===== config.mk =====
export PLATFORM = sky130hd
export DESIGN_NAME = accent_fold_subsequence_filter
export DESIGN_NICKNAME = d
export VERILOG_FILES = /design/src/rtl/core/afsf_pkg.sv /design/src/rtl/core/afsf_fold.sv /design/src/rtl/core/afsf_match.sv /design/src/rtl/core/accent_fold_subsequence_filter.sv
export SDC_FILE = /design/constraint.sdc
export NUM_CORES = 1
export LEC_CHECK = 0
export CORE_ASPECT_RATIO = 1.25
export CORE_MARGIN = 4
export CORE_UTILIZATION = 35
export DETAILED_ROUTE_END_ITERATION = 16
export DONT_BUFFER_PORTS = 1
export GPL_TIMING_DRIVEN = 0
export SLEW_MARGIN = 25
export SYNTH_ARGS = -nofsm -noshare
export SYNTH_HDL_FRONTEND = slang
export SYNTH_SLANG_ARGS = --single-unit
export TNS_END_PERCENT = 50

===== constraint.sdc =====
create_clock -name clock -period 10.6 [get_ports clock]
set_input_delay 0.53 -clock clock [delete_from_list [all_inputs] [get_ports clock]]
set_output_delay 0.53 -clock clock [all_outputs]
set_load 0.01 [all_outputs]

===== src/rtl/core/afsf_pkg.sv =====
`timescale 1ns / 1ps

package afsf_pkg;

   // Default filter capacity in bytes
   localparam int MAX_FILTER_CHARS_DEF = 8;

   // Configuration register indexes
   localparam logic [1:0] CSR_FILTER_CHARS  = 2'd0;
   localparam logic [1:0] CSR_FILTER_LENGTH = 2'd1;

   // Lead byte of the accented Latin-1 vowels in UTF-8
   localparam logic [7:0] LEAD_BYTE = 8'hC3;

   // Result of folding one byte
   typedef struct packed {
      logic       ch_valid;
      logic [6:0] ch;
      logic       lead_next;
   } fold_type;

endpackage


===== src/rtl/core/afsf_fold.sv =====
`timescale 1ns / 1ps

module afsf_fold (
   input  logic [7:0]        name_byte,
   input  logic              last_byte,
   input  logic              lead_pending,
   output afsf_pkg::fold_type fold
);
   import afsf_pkg::*;

   // Plain lowercase vowel for the second byte of a lead pair, zero if none
   function automatic logic [6:0] vowel_of(input logic [7:0] b);
      logic [6:0] v;
      v = 7'h00;
      case (b)
         8'hA9, 8'hA8, 8'hAA, 8'hAB, 8'h89, 8'h8A, 8'h8B, 8'h88: v = 7'h65; // e
         8'hA0, 8'hA4, 8'hA2, 8'h80, 8'h84, 8'h82:               v = 7'h61; // a
         8'hB2, 8'hB6, 8'hB4, 8'h92, 8'h96, 8'h94:               v = 7'h6F; // o
         8'hAC, 8'hAF, 8'hAE, 8'h8C, 8'h8F, 8'h8E:               v = 7'h69; // i
         8'hB9, 8'hBC, 8'hBB, 8'h99, 8'h9C, 8'h9B:               v = 7'h75; // u
         default:                                                v = 7'h00;
      endcase
      return v;
   endfunction

   logic [6:0] vowel;
   logic       is_upper;
   logic       is_lower;
   logic       is_digit;
   logic [7:0] lowered;

   assign vowel    = vowel_of(name_byte);
   assign is_upper = (name_byte >= 8'h41) && (name_byte <= 8'h5A);
   assign is_lower = (name_byte >= 8'h61) && (name_byte <= 8'h7A);
   assign is_digit = (name_byte >= 8'h30) && (name_byte <= 8'h39);
   assign lowered  = name_byte + 8'h20;

   // Complete a pending pair, else examine the byte fresh
   always_comb begin
      fold = '0;
      if (lead_pending && (vowel != 7'h00)) begin
         fold.ch_valid = 1'b1;
         fold.ch       = vowel;
      end else if (is_upper) begin
         fold.ch_valid = 1'b1;
         fold.ch       = lowered[6:0];
      end else if (is_lower || is_digit) begin
         fold.ch_valid = 1'b1;
         fold.ch       = name_byte[6:0];
      end else if ((name_byte == LEAD_BYTE) && !last_byte) begin
         fold.lead_next = 1'b1;
      end
   end

endmodule


===== src/rtl/core/afsf_match.sv =====
`timescale 1ns / 1ps

module afsf_match (
   input  logic [3:0]  position,
   input  logic [3:0]  filter_len,
   input  logic [63:0] filter_chars,
   input  logic        ch_valid,
   input  logic [6:0]  ch,
   output logic [3:0]  position_next
);

   logic [7:0] want;

   // Select the next filter byte to look for
   assign want = filter_chars[{position[2:0], 3'b000} +: 8];

   // Advance on a match while filter bytes remain
   always_comb begin
      position_next = position;
      if (ch_valid && (position < filter_len) && (want == {1'b0, ch})) begin
         position_next = position + 4'd1;
      end
   end

endmodule


===== src/rtl/core/accent_fold_subsequence_filter.sv =====
`timescale 1ns / 1ps

// Channel   Direction  Handshake              Payload
// req       in         req_valid / req_ready  req_name_byte, req_last_byte
// rsp       out        rsp_valid / rsp_ready  rsp_char_valid, rsp_folded_char,
//                                             rsp_name_done, rsp_accepted
// csr       in         csr_valid / csr_ready  csr_index, csr_data
//
// One byte per cycle: a transfer on req yields its result in the rsp register
// on the next cycle; fold and filter step fit between the name state and that
// register. req_ready drops only while a result waits and rsp_ready is low.
// Reset clears the name state, the filter registers and the result valid.
// csr_ready is always high; writes take effect on the next byte.

module accent_fold_subsequence_filter #(
   parameter int MAX_FILTER_CHARS = afsf_pkg::MAX_FILTER_CHARS_DEF
) (
   input  logic        clock,
   input  logic        reset,
   input  logic        req_valid,
   output logic        req_ready,
   input  logic [7:0]  req_name_byte,
   input  logic        req_last_byte,
   output logic        rsp_valid,
   input  logic        rsp_ready,
   output logic        rsp_char_valid,
   output logic [6:0]  rsp_folded_char,
   output logic        rsp_name_done,
   output logic        rsp_accepted,
   input  logic        csr_valid,
   output logic        csr_ready,
   input  logic [1:0]  csr_index,
   input  logic [63:0] csr_data
);
   import afsf_pkg::*;

   localparam logic [3:0] MAX_LEN = 4'(MAX_FILTER_CHARS);

   // Two-dot tracking codes
   localparam logic [1:0] DD_NONE = 2'd0;
   localparam logic [1:0] DD_ONE  = 2'd1;
   localparam logic [1:0] DD_TWO  = 2'd2;
   localparam logic [1:0] DD_NOT  = 2'd3;

   logic [63:0] filter_chars_ff;
   logic [3:0]  filter_length_ff;
   logic        lead_ff,  lead_in;
   logic [3:0]  pos_ff,   pos_in;
   logic [1:0]  dd_ff,    dd_in;
   logic        rsp_valid_ff;
   logic        char_valid_ff, char_valid_in;
   logic [6:0]  char_ff,  char_in;
   logic        done_ff,  done_in;
   logic        acc_ff,   acc_in;
   logic        req_fire;
   logic [3:0]  len_eff;
   logic [3:0]  pos_step;
   fold_type    fold;

   assign req_ready = !rsp_valid_ff || rsp_ready;
   assign req_fire  = req_valid && req_ready;
   assign csr_ready = 1'b1;
   assign len_eff   = (filter_length_ff > MAX_LEN) ? MAX_LEN : filter_length_ff;

   afsf_fold u_fold (
      .name_byte    (req_name_byte),
      .last_byte    (req_last_byte),
      .lead_pending (lead_ff),
      .fold         (fold)
   );

   afsf_match u_match (
      .position      (pos_ff),
      .filter_len    (len_eff),
      .filter_chars  (filter_chars_ff),
      .ch_valid      (fold.ch_valid),
      .ch            (fold.ch),
      .position_next (pos_step)
   );

   // Next name state and result fields
   always_comb begin
      unique case (dd_ff)
         DD_NONE: dd_in = (req_name_byte == 8'h2E) ? DD_ONE : DD_NOT;
         DD_ONE:  dd_in = (req_name_byte == 8'h2E) ? DD_TWO : DD_NOT;
         default: dd_in = DD_NOT;
      endcase
      lead_in       = fold.lead_next;
      pos_in        = pos_step;
      char_valid_in = fold.ch_valid;
      char_in       = fold.ch;
      done_in       = req_last_byte;
      acc_in        = 1'b0;
      if (req_last_byte) begin
         acc_in  = (pos_step >= len_eff) || (dd_in == DD_TWO);
         lead_in = 1'b0;
         pos_in  = 4'd0;
         dd_in   = DD_NONE;
      end
   end

   // Hold filter registers
   always_ff @(posedge clock) begin
      if (reset) begin
         filter_chars_ff  <= '0;
         filter_length_ff <= '0;
      end else if (csr_valid) begin
         case (csr_index)
            CSR_FILTER_CHARS:  filter_chars_ff  <= csr_data;
            CSR_FILTER_LENGTH: filter_length_ff <= csr_data[3:0];
            default: ;
         endcase
      end
   end

   // Advance name state on each input transfer
   always_ff @(posedge clock) begin
      if (reset) begin
         lead_ff <= 1'b0;
         pos_ff  <= '0;
         dd_ff   <= DD_NONE;
      end else if (req_fire) begin
         lead_ff <= lead_in;
         pos_ff  <= pos_in;
         dd_ff   <= dd_in;
      end
   end

   // Result register
   always_ff @(posedge clock) begin
      if (reset) begin
         rsp_valid_ff <= 1'b0;
      end else if (req_fire) begin
         rsp_valid_ff <= 1'b1;
      end else if (rsp_ready) begin
         rsp_valid_ff <= 1'b0;
      end
   end

   always_ff @(posedge clock) begin
      if (req_fire) begin
         char_valid_ff <= char_valid_in;
         char_ff       <= char_in;
         done_ff       <= done_in;
         acc_ff        <= acc_in;
      end
   end

   assign rsp_valid       = rsp_valid_ff;
   assign rsp_char_valid  = char_valid_ff;
   assign rsp_folded_char = char_ff;
   assign rsp_name_done   = done_ff;
   assign rsp_accepted    = acc_ff;

`ifndef ASSERT_OFF
   a_clear_after_last: assert property (@(posedge clock) disable iff (reset)
      (req_fire && req_last_byte) |=> (pos_ff == 4'd0 && dd_ff == DD_NONE && !lead_ff))
      else $error("name state not cleared after last byte");

   a_accept_only_done: assert property (@(posedge clock) disable iff (reset)
      (rsp_valid && !rsp_name_done) |-> !rsp_accepted)
      else $error("acceptance outside last byte");

   a_char_zero: assert property (@(posedge clock) disable iff (reset)
      (rsp_valid && !rsp_char_valid) |-> (rsp_folded_char == 7'd0))
      else $error("folded char set without char valid");

   a_pos_bound: assert property (@(posedge clock) disable iff (reset)
      pos_ff <= MAX_LEN)
      else $error("filter position beyond capacity");
`endif

endmodule

## Yosys cells after proc, flatten, opt, wreduce, memory -nomap -nowiden

Cells that the tools add are included.

| operators by class | value |
|---|---|
| $add $sub $neg | 2 |
| order comparisons | 9 |
| equality and inequality tests | 38 |
| shift-type cells | 1 |
| muxes and demuxes | 18 |
| reductions and logical operators | 24 |

Operator list:

| operator | count |
|---|---|
| 8-bit == test, second input constant | 33 |
| 64-bit by 7-bit indexed part select with 8-bit output | 1 |
| 7-bit one-hot mux with 5 select lines | 1 |
| 8-bit 2-to-1 mux | 3 |
| 6-bit OR reduction | 4 |
| 8-bit by 7-bit >= comparator with 1-bit output, second input constant | 2 |
| 8-bit by 7-bit <= comparator with 1-bit output, second input constant | 2 |
| 4-bit 2-to-1 mux | 3 |
| 8-bit by 6-bit == test with 1-bit output, second input constant | 1 |
| 8-bit by 7-bit == test with 1-bit output | 1 |
| 8-bit by 6-bit >= comparator with 1-bit output, second input constant | 1 |
| 8-bit by 6-bit <= comparator with 1-bit output, second input constant | 1 |
| 1-bit logical AND | 8 |
| 1-bit 2-to-1 mux | 8 |
| 8-bit OR reduction | 1 |
| 7-bit by 6-bit adder with 7-bit output, second input constant | 1 |
| 7-bit nonzero test | 1 |
| 4-bit by 1-bit adder with 4-bit output, second input constant | 1 |
| 2-bit by 1-bit == test with 1-bit output, second input constant | 2 |
| 4-bit >= comparator | 1 |
| 4-bit greater-than comparator, second input constant | 1 |
| 2-bit zero test | 2 |
| 4-bit < comparator | 1 |
| 2-bit 2-to-1 mux | 2 |
| 6 further kinds | 10 |

| word-level totals | value |
|---|---|
| flip-flop bits (word level) | 86 |
| input bits | 80 |
| word-level logic and storage cells | 102 |

## Logic depth before layout (Yosys ltp)

| depth | value |
|---|---|
| depth in word-level cells | 11 |
| depth in mapped cells | 18 |
| gate-level depth less buffers | 17 |

## Hierarchy

Synthesis repeated with hierarchy kept, for this count alone.

| second synthesis, totals | value |
|---|---|
| cell total of the unflattened synthesis | 505 |
| area, all modules | 4320.4 µm² |

By module, submodules not included:

| module | times used | cells an instance | area an instance (µm²) | sequential area each (µm²) |
|---|---|---|---|---|
| accent_fold_subsequence_filter | 1 | 366 | 3128.0 | 1821.7 |
| afsf_match | 1 | 81 | 784.5 | 0.0 |
| afsf_fold | 1 | 58 | 407.9 | 0.0 |

## Worst setup path before layout

Ideal clock, no wire load.

| path | value |
|---|---|
| path kind | register to register |
| start | register pos_ff[0] |
| end | register acc_ff, in the netlist rsp_accepted, data pin |
| arrival | 3.303 ns |
| data required time | 10.336 ns |
| path slack | 7.033 ns |
| cell stages (with the launch flop) | 15 |
| path buffers | 2 |
| clock period less this slack | 3.567 ns |
| cells stage by stage | dfxtp_1 > buf_2 > clkbuf_1 > mux4_2 > a211oi_1 > nand4_1 > nor3_1 > nand4b_1 > xor2_1 > ha_1 > nand2b_1 > a21oi_1 > nor2b_1 > o21ai_0 > a21boi_0 |

| on the way | value |
|---|---|
| word-level cells in the longest chain between the ends | 6 |

Ends and longest elaborated chain:

| element | line | RTL |
|---|---|---|
| from (decl) | accent_fold_subsequence_filter.sv:48 | `logic [3:0] pos_ff, pos_in;` |
| from (signal assigned) | accent_fold_subsequence_filter.sv:124 | `pos_ff <= pos_in;` |
| 64-bit by 7-bit indexed part select with 8-bit output or 4-bit < comparator (tied branches) | afsf_match.sv:15, afsf_match.sv:20 |  |
| 8-bit by 7-bit == test with 1-bit output or 1-bit logical AND (tied branches) | afsf_match.sv:20 | `if (ch_valid && (position < filter_len) && (want == {1'b0, ch})) begin` |
| 1-bit logical AND | afsf_match.sv:20 |  |
| 4-bit 2-to-1 mux * | afsf_match.sv:20 |  |
| 4-bit >= comparator * | accent_fold_subsequence_filter.sv:95 | `acc_in = (pos_step >= len_eff) \|\| (dd_in == DD_TWO);` |
| 1-bit logical OR * | accent_fold_subsequence_filter.sv:95 |  |
| to (signal assigned) | accent_fold_subsequence_filter.sv:145 | `acc_ff <= acc_in;` |
| to (decl) | accent_fold_subsequence_filter.sv:54 | `logic acc_ff, acc_in;` |

Mark *: on every way between the ends. The rest lies on a longest branch, timed or not.
A chain may end at the register's enable or synchronous reset.

## Worst setup path after layout

Same ends and word-level chain as after synthesis.

==> metrics.md <==
| Metric | Value |
|---|---|
| Status | `completed` |
| WL final | `approximately 12000 um` |
| NumNets Final | `slightly above 600` |
| Largest stage delay on the critical path | `~0.63 ns` |
| CP bufs+invs | `2` |
| Leak Pwr | `1.707 nW` |
| Max-slew violation count | `0` |
| Data required, critical path | `approximately 11 ns` |
| Crit path max-delay family | `buffers and inverters` |
| Yosys warning count | `0` |
| WL/cell | `between 15 and 20 um` |
| Fin. Hold Viols | `0` |
| Crit path kind | `flip-flop to flip-flop` |
| Die ar. | `approximately 14000 sq um` |
| Clock sinks | `between 80 and 90` |
| FF+latch count, synth | `86` |
| Post-Syn Nets | `between 600 and 700` |
| Share of layout cells above drive strength 1 | `under 10%` |
| GPL Wtd Cong | `0.8839` |
| CTS tree | `done` |
| Initial DRC Count | `259` |
| Post-synth top flop | `dfxtp_1` |
| Drt via density | `between 5 and 6` |
| Fin Hold WS | `0.2786 ns` |
| Place WS | `a little over 6 ns` |
| Worst Clk Skew | `roughly 0.007 ns` |
| Width of the chip | `107.9 um` |
| Max Root-Sink Buffers | `2` |
| Hold_buf cts | `0` |
| Postcts setup bufs | `0` |
| Worst setup margin | `6.248 ns` |
| Initial antenna violation count | `0` |
| Largest net degree at the start of global routing | `17` |
| Total global-route track usage | `roughly 17%` |
| M1 GR Usage | `a little over a fifth` |
| Maximum vdd drop | `around 0.09 mV` |
| Floorplan row count | `45` |
| Clock Latency Late Sink | `about 0.34 ns` |
| Synth area leaders | `dfxtp_1 35%, nand2_1 12%, a21oi_1 8.8%, mux4_2 8.3%, edfxtp_1 6.9%` |
| Post-synth top area cell | `dfxtp_1` |
| Number of global-route vias before repair | `between 3000 and 4000` |
| Worst setup EP type | `flip-flop` |
| Gate Count Post-Synth | `513` |
| Layer with the highest usage | `met2` |
| Crit path time final | `~4.4 ns` |
| Fillers | `1278` |
| Final cell count without fillers | `693` |
| WP data arrival | `between 4 and 5 ns` |
| Tcrit/Tclk final | `about two fifths` |
| Post-layout util | `40.09%` |
| CP Cell Sequence | `buf_2 -> clkbuf_1 -> mux4_2 -> a211oi_1 -> nand4_1 -> nor3_1 -> nand4b_1 -> xor2_1 -> ha_1 -> nand2b_1 -> a21oi_1 -> nor2b_1 -> o21ai_0 -> a21boi_0` |
| Mapped Area | `between 4000 and 5000 sq um` |
| I/O pins | `93` |
| Detailed Place HPWL | `between 9000 and 10000 um` |
| Starting Density | `35.88%` |
| Core Box Area | `12160 sq um` |
| Sequential fraction of the synthesis area | `a little over two fifths` |
| Antenna cells | `0` |
| Syn avg cell area | `between 8 and 9 sq um` |
| Yosys top cell area share | `34.86%` |
| Fin Setup TNS | `0 ns` |
| Met2 usage | `28.70%` |
| Crit-path max FO | `10` |
| DRC Markers | `0` |
| Total CTS buffers | `9` |
| Cell with the most instances after synthesis | `nand2_1` |
| Post-DRT Antenna Nets | `0` |
| CTS H-tree depth | `3` |
| Synth async-reset ratio | `0%` |
| Number of port buffers | `0` |
| First-pass GRT wire length | `between 15000 and 20000 um` |
| Area of the multi-input gates | `between 2000 and 2500 sq um` |
| Max Cap Violations | `0` |
| Area Growth Syn to Fin | `11.73%` |
| Worst slew pin tran | `around 0.76 ns` |
| Cell Pwr Density | `around 150 nW/um^2` |
| Fmax | `around 0.23 GHz` |
| Slowest cell on the critical path | `mux4_2` |
| Placed Cells | `between 600 and 700` |
| Die Y | `132.8 um` |
| CTS root buffer | `clkbuf_16` |
| Post-synthesis cell type count | `63` |
| Storage cell area | `about 1800 sq um` |
| Critical path launch point type | `flip-flop` |
| Finish-stage setup viols | `0` |
| DR pass1 iterations | `5` |
| GRT met3 Usage | `under 10%` |
| Post-synth top cells | `143 x nand2_1, 77 x a21oi_1, 76 x dfxtp_1` |
| Worst slew margin | `just under 50%` |
| Unrepaired setup endpoints after global routing | `no` |
| CTS clock-pin slew for the worst setup and hold paths | `about 0.070 ns` |
| HP Class | `input pin to flip-flop` |
| Post-synth EDFFs | `10` |
| Post-CTS Resized | `0` |
| Gr ovfl total | `0` |
| Routed via count | `~3700` |
-- metrics by stage --
stage / power [mW] / area (sq um)
after floorplan: 0.4007 / 4364
after global placement: 0.4161 / 4569
after detailed placement: 0.4177 / 4569
after CTS: 0.7422 / 4876
after global routing: 0.7655 / 4876
final: 0.7369 / 4876
-- cells in the final DEF (no fill, tap or decap), drive strengths merged, types with 2 or more instances in the layout --
master and count:
edfxtp 10, nand4 2, nor2b 6, inv 13, and3 3, nand4b 3, nand2b 7, a221oi 2
xnor2 5, o211ai 2, mux4 16, nor4 2, nand3 6, nand2 143, a21oi 77, xor2 4
a21boi 2, clkinv 2, clkbuf 38, a31oi 2, dfxtp 76, nor3b 2, nor3 3, nand3b 3
and2b 2, and2 3, mux2i 12, buf 8, ha 10, o22ai 2, o21ai 13, or3b 3
a41oi 2, nor2 20
-- worst reg2reg max path, cell delays in order, from the launching register on --
cell and delay (ns):
dfxtp_1 0.48, buf_2 0.40, clkbuf_1 0.61, mux4_2 0.63, a211oi_1 0.25, nand4_1 0.15
nor3_1 0.23, nand4b_1 0.24, xor2_1 0.22, ha_1 0.31, nand2b_1 0.14, a21oi_1 0.14
nor2b_1 0.05, o21ai_0 0.14, a21boi_0 0.12
-- final timing paths --
kind	startpoint	end	slack, ns	cells past startpoint
worst max register to register	pos_ff[0]	rsp_accepted	6.25	14
worst min-delay path	req_last_byte	rsp_name_done	0.28	0
worst min register to register	filter_chars_ff[23]	filter_chars_ff[23]	0.45	2
worst max-delay path	pos_ff[0]	rsp_accepted	6.25	14
-- power by group --
part | switching [mW] | total, mW | internal (mW) | leakage [nW]
Sequential | 0.00746 | 0.350 | 0.342 | 0.717
Clock | 0.140 | 0.326 | 0.186 | 0.148
Combinational | 0.0383 | 0.0608 | 0.0225 | 0.841
-- cell type report --
class                           instances  area share (%)
Multi-Input combinational cell        380           48.17
Clock inverter                          7           1.668
Clock buffer                            9           4.619
Sequential cell                        86           37.36
Buffer                                 37           3.208
Inverter                               10          0.7698
Tap cell                              164           4.208
-- logic make-up after synthesis --
| group | share of synthesized area (%) |
|---|---|
| buffers and inverters | 4.443 |
| other | 0.08593 |
| adder cells (fa/ha/maj) | 2.867 |
| AO/OA/AOI/OAI | 15.28 |
| AND/OR/NAND/NOR | 22.51 |
| flip-flops | 41.74 |
| XOR/XNOR | 1.806 |
| multiplexers | 11.27 |
-- state kept, by name, indices dropped and copies added, names as in the netlist --
name,count
rsp_folded_char,7
rsp_char_valid,1
lead_ff,1
filter_length_ff,4
filter_chars_ff,64
dd_ff,2
pos_ff,4
rsp_name_done,1
rsp_accepted,1
rsp_valid,1
-- metal layers --
layer  vias up  part of all wire, %
met5         -                    0
met2       126                   49
li1       1805                    -
met4         0                  1.9
met1      1728                   42
met3        16                  7.0
Power figures use the tool's default switching activity.
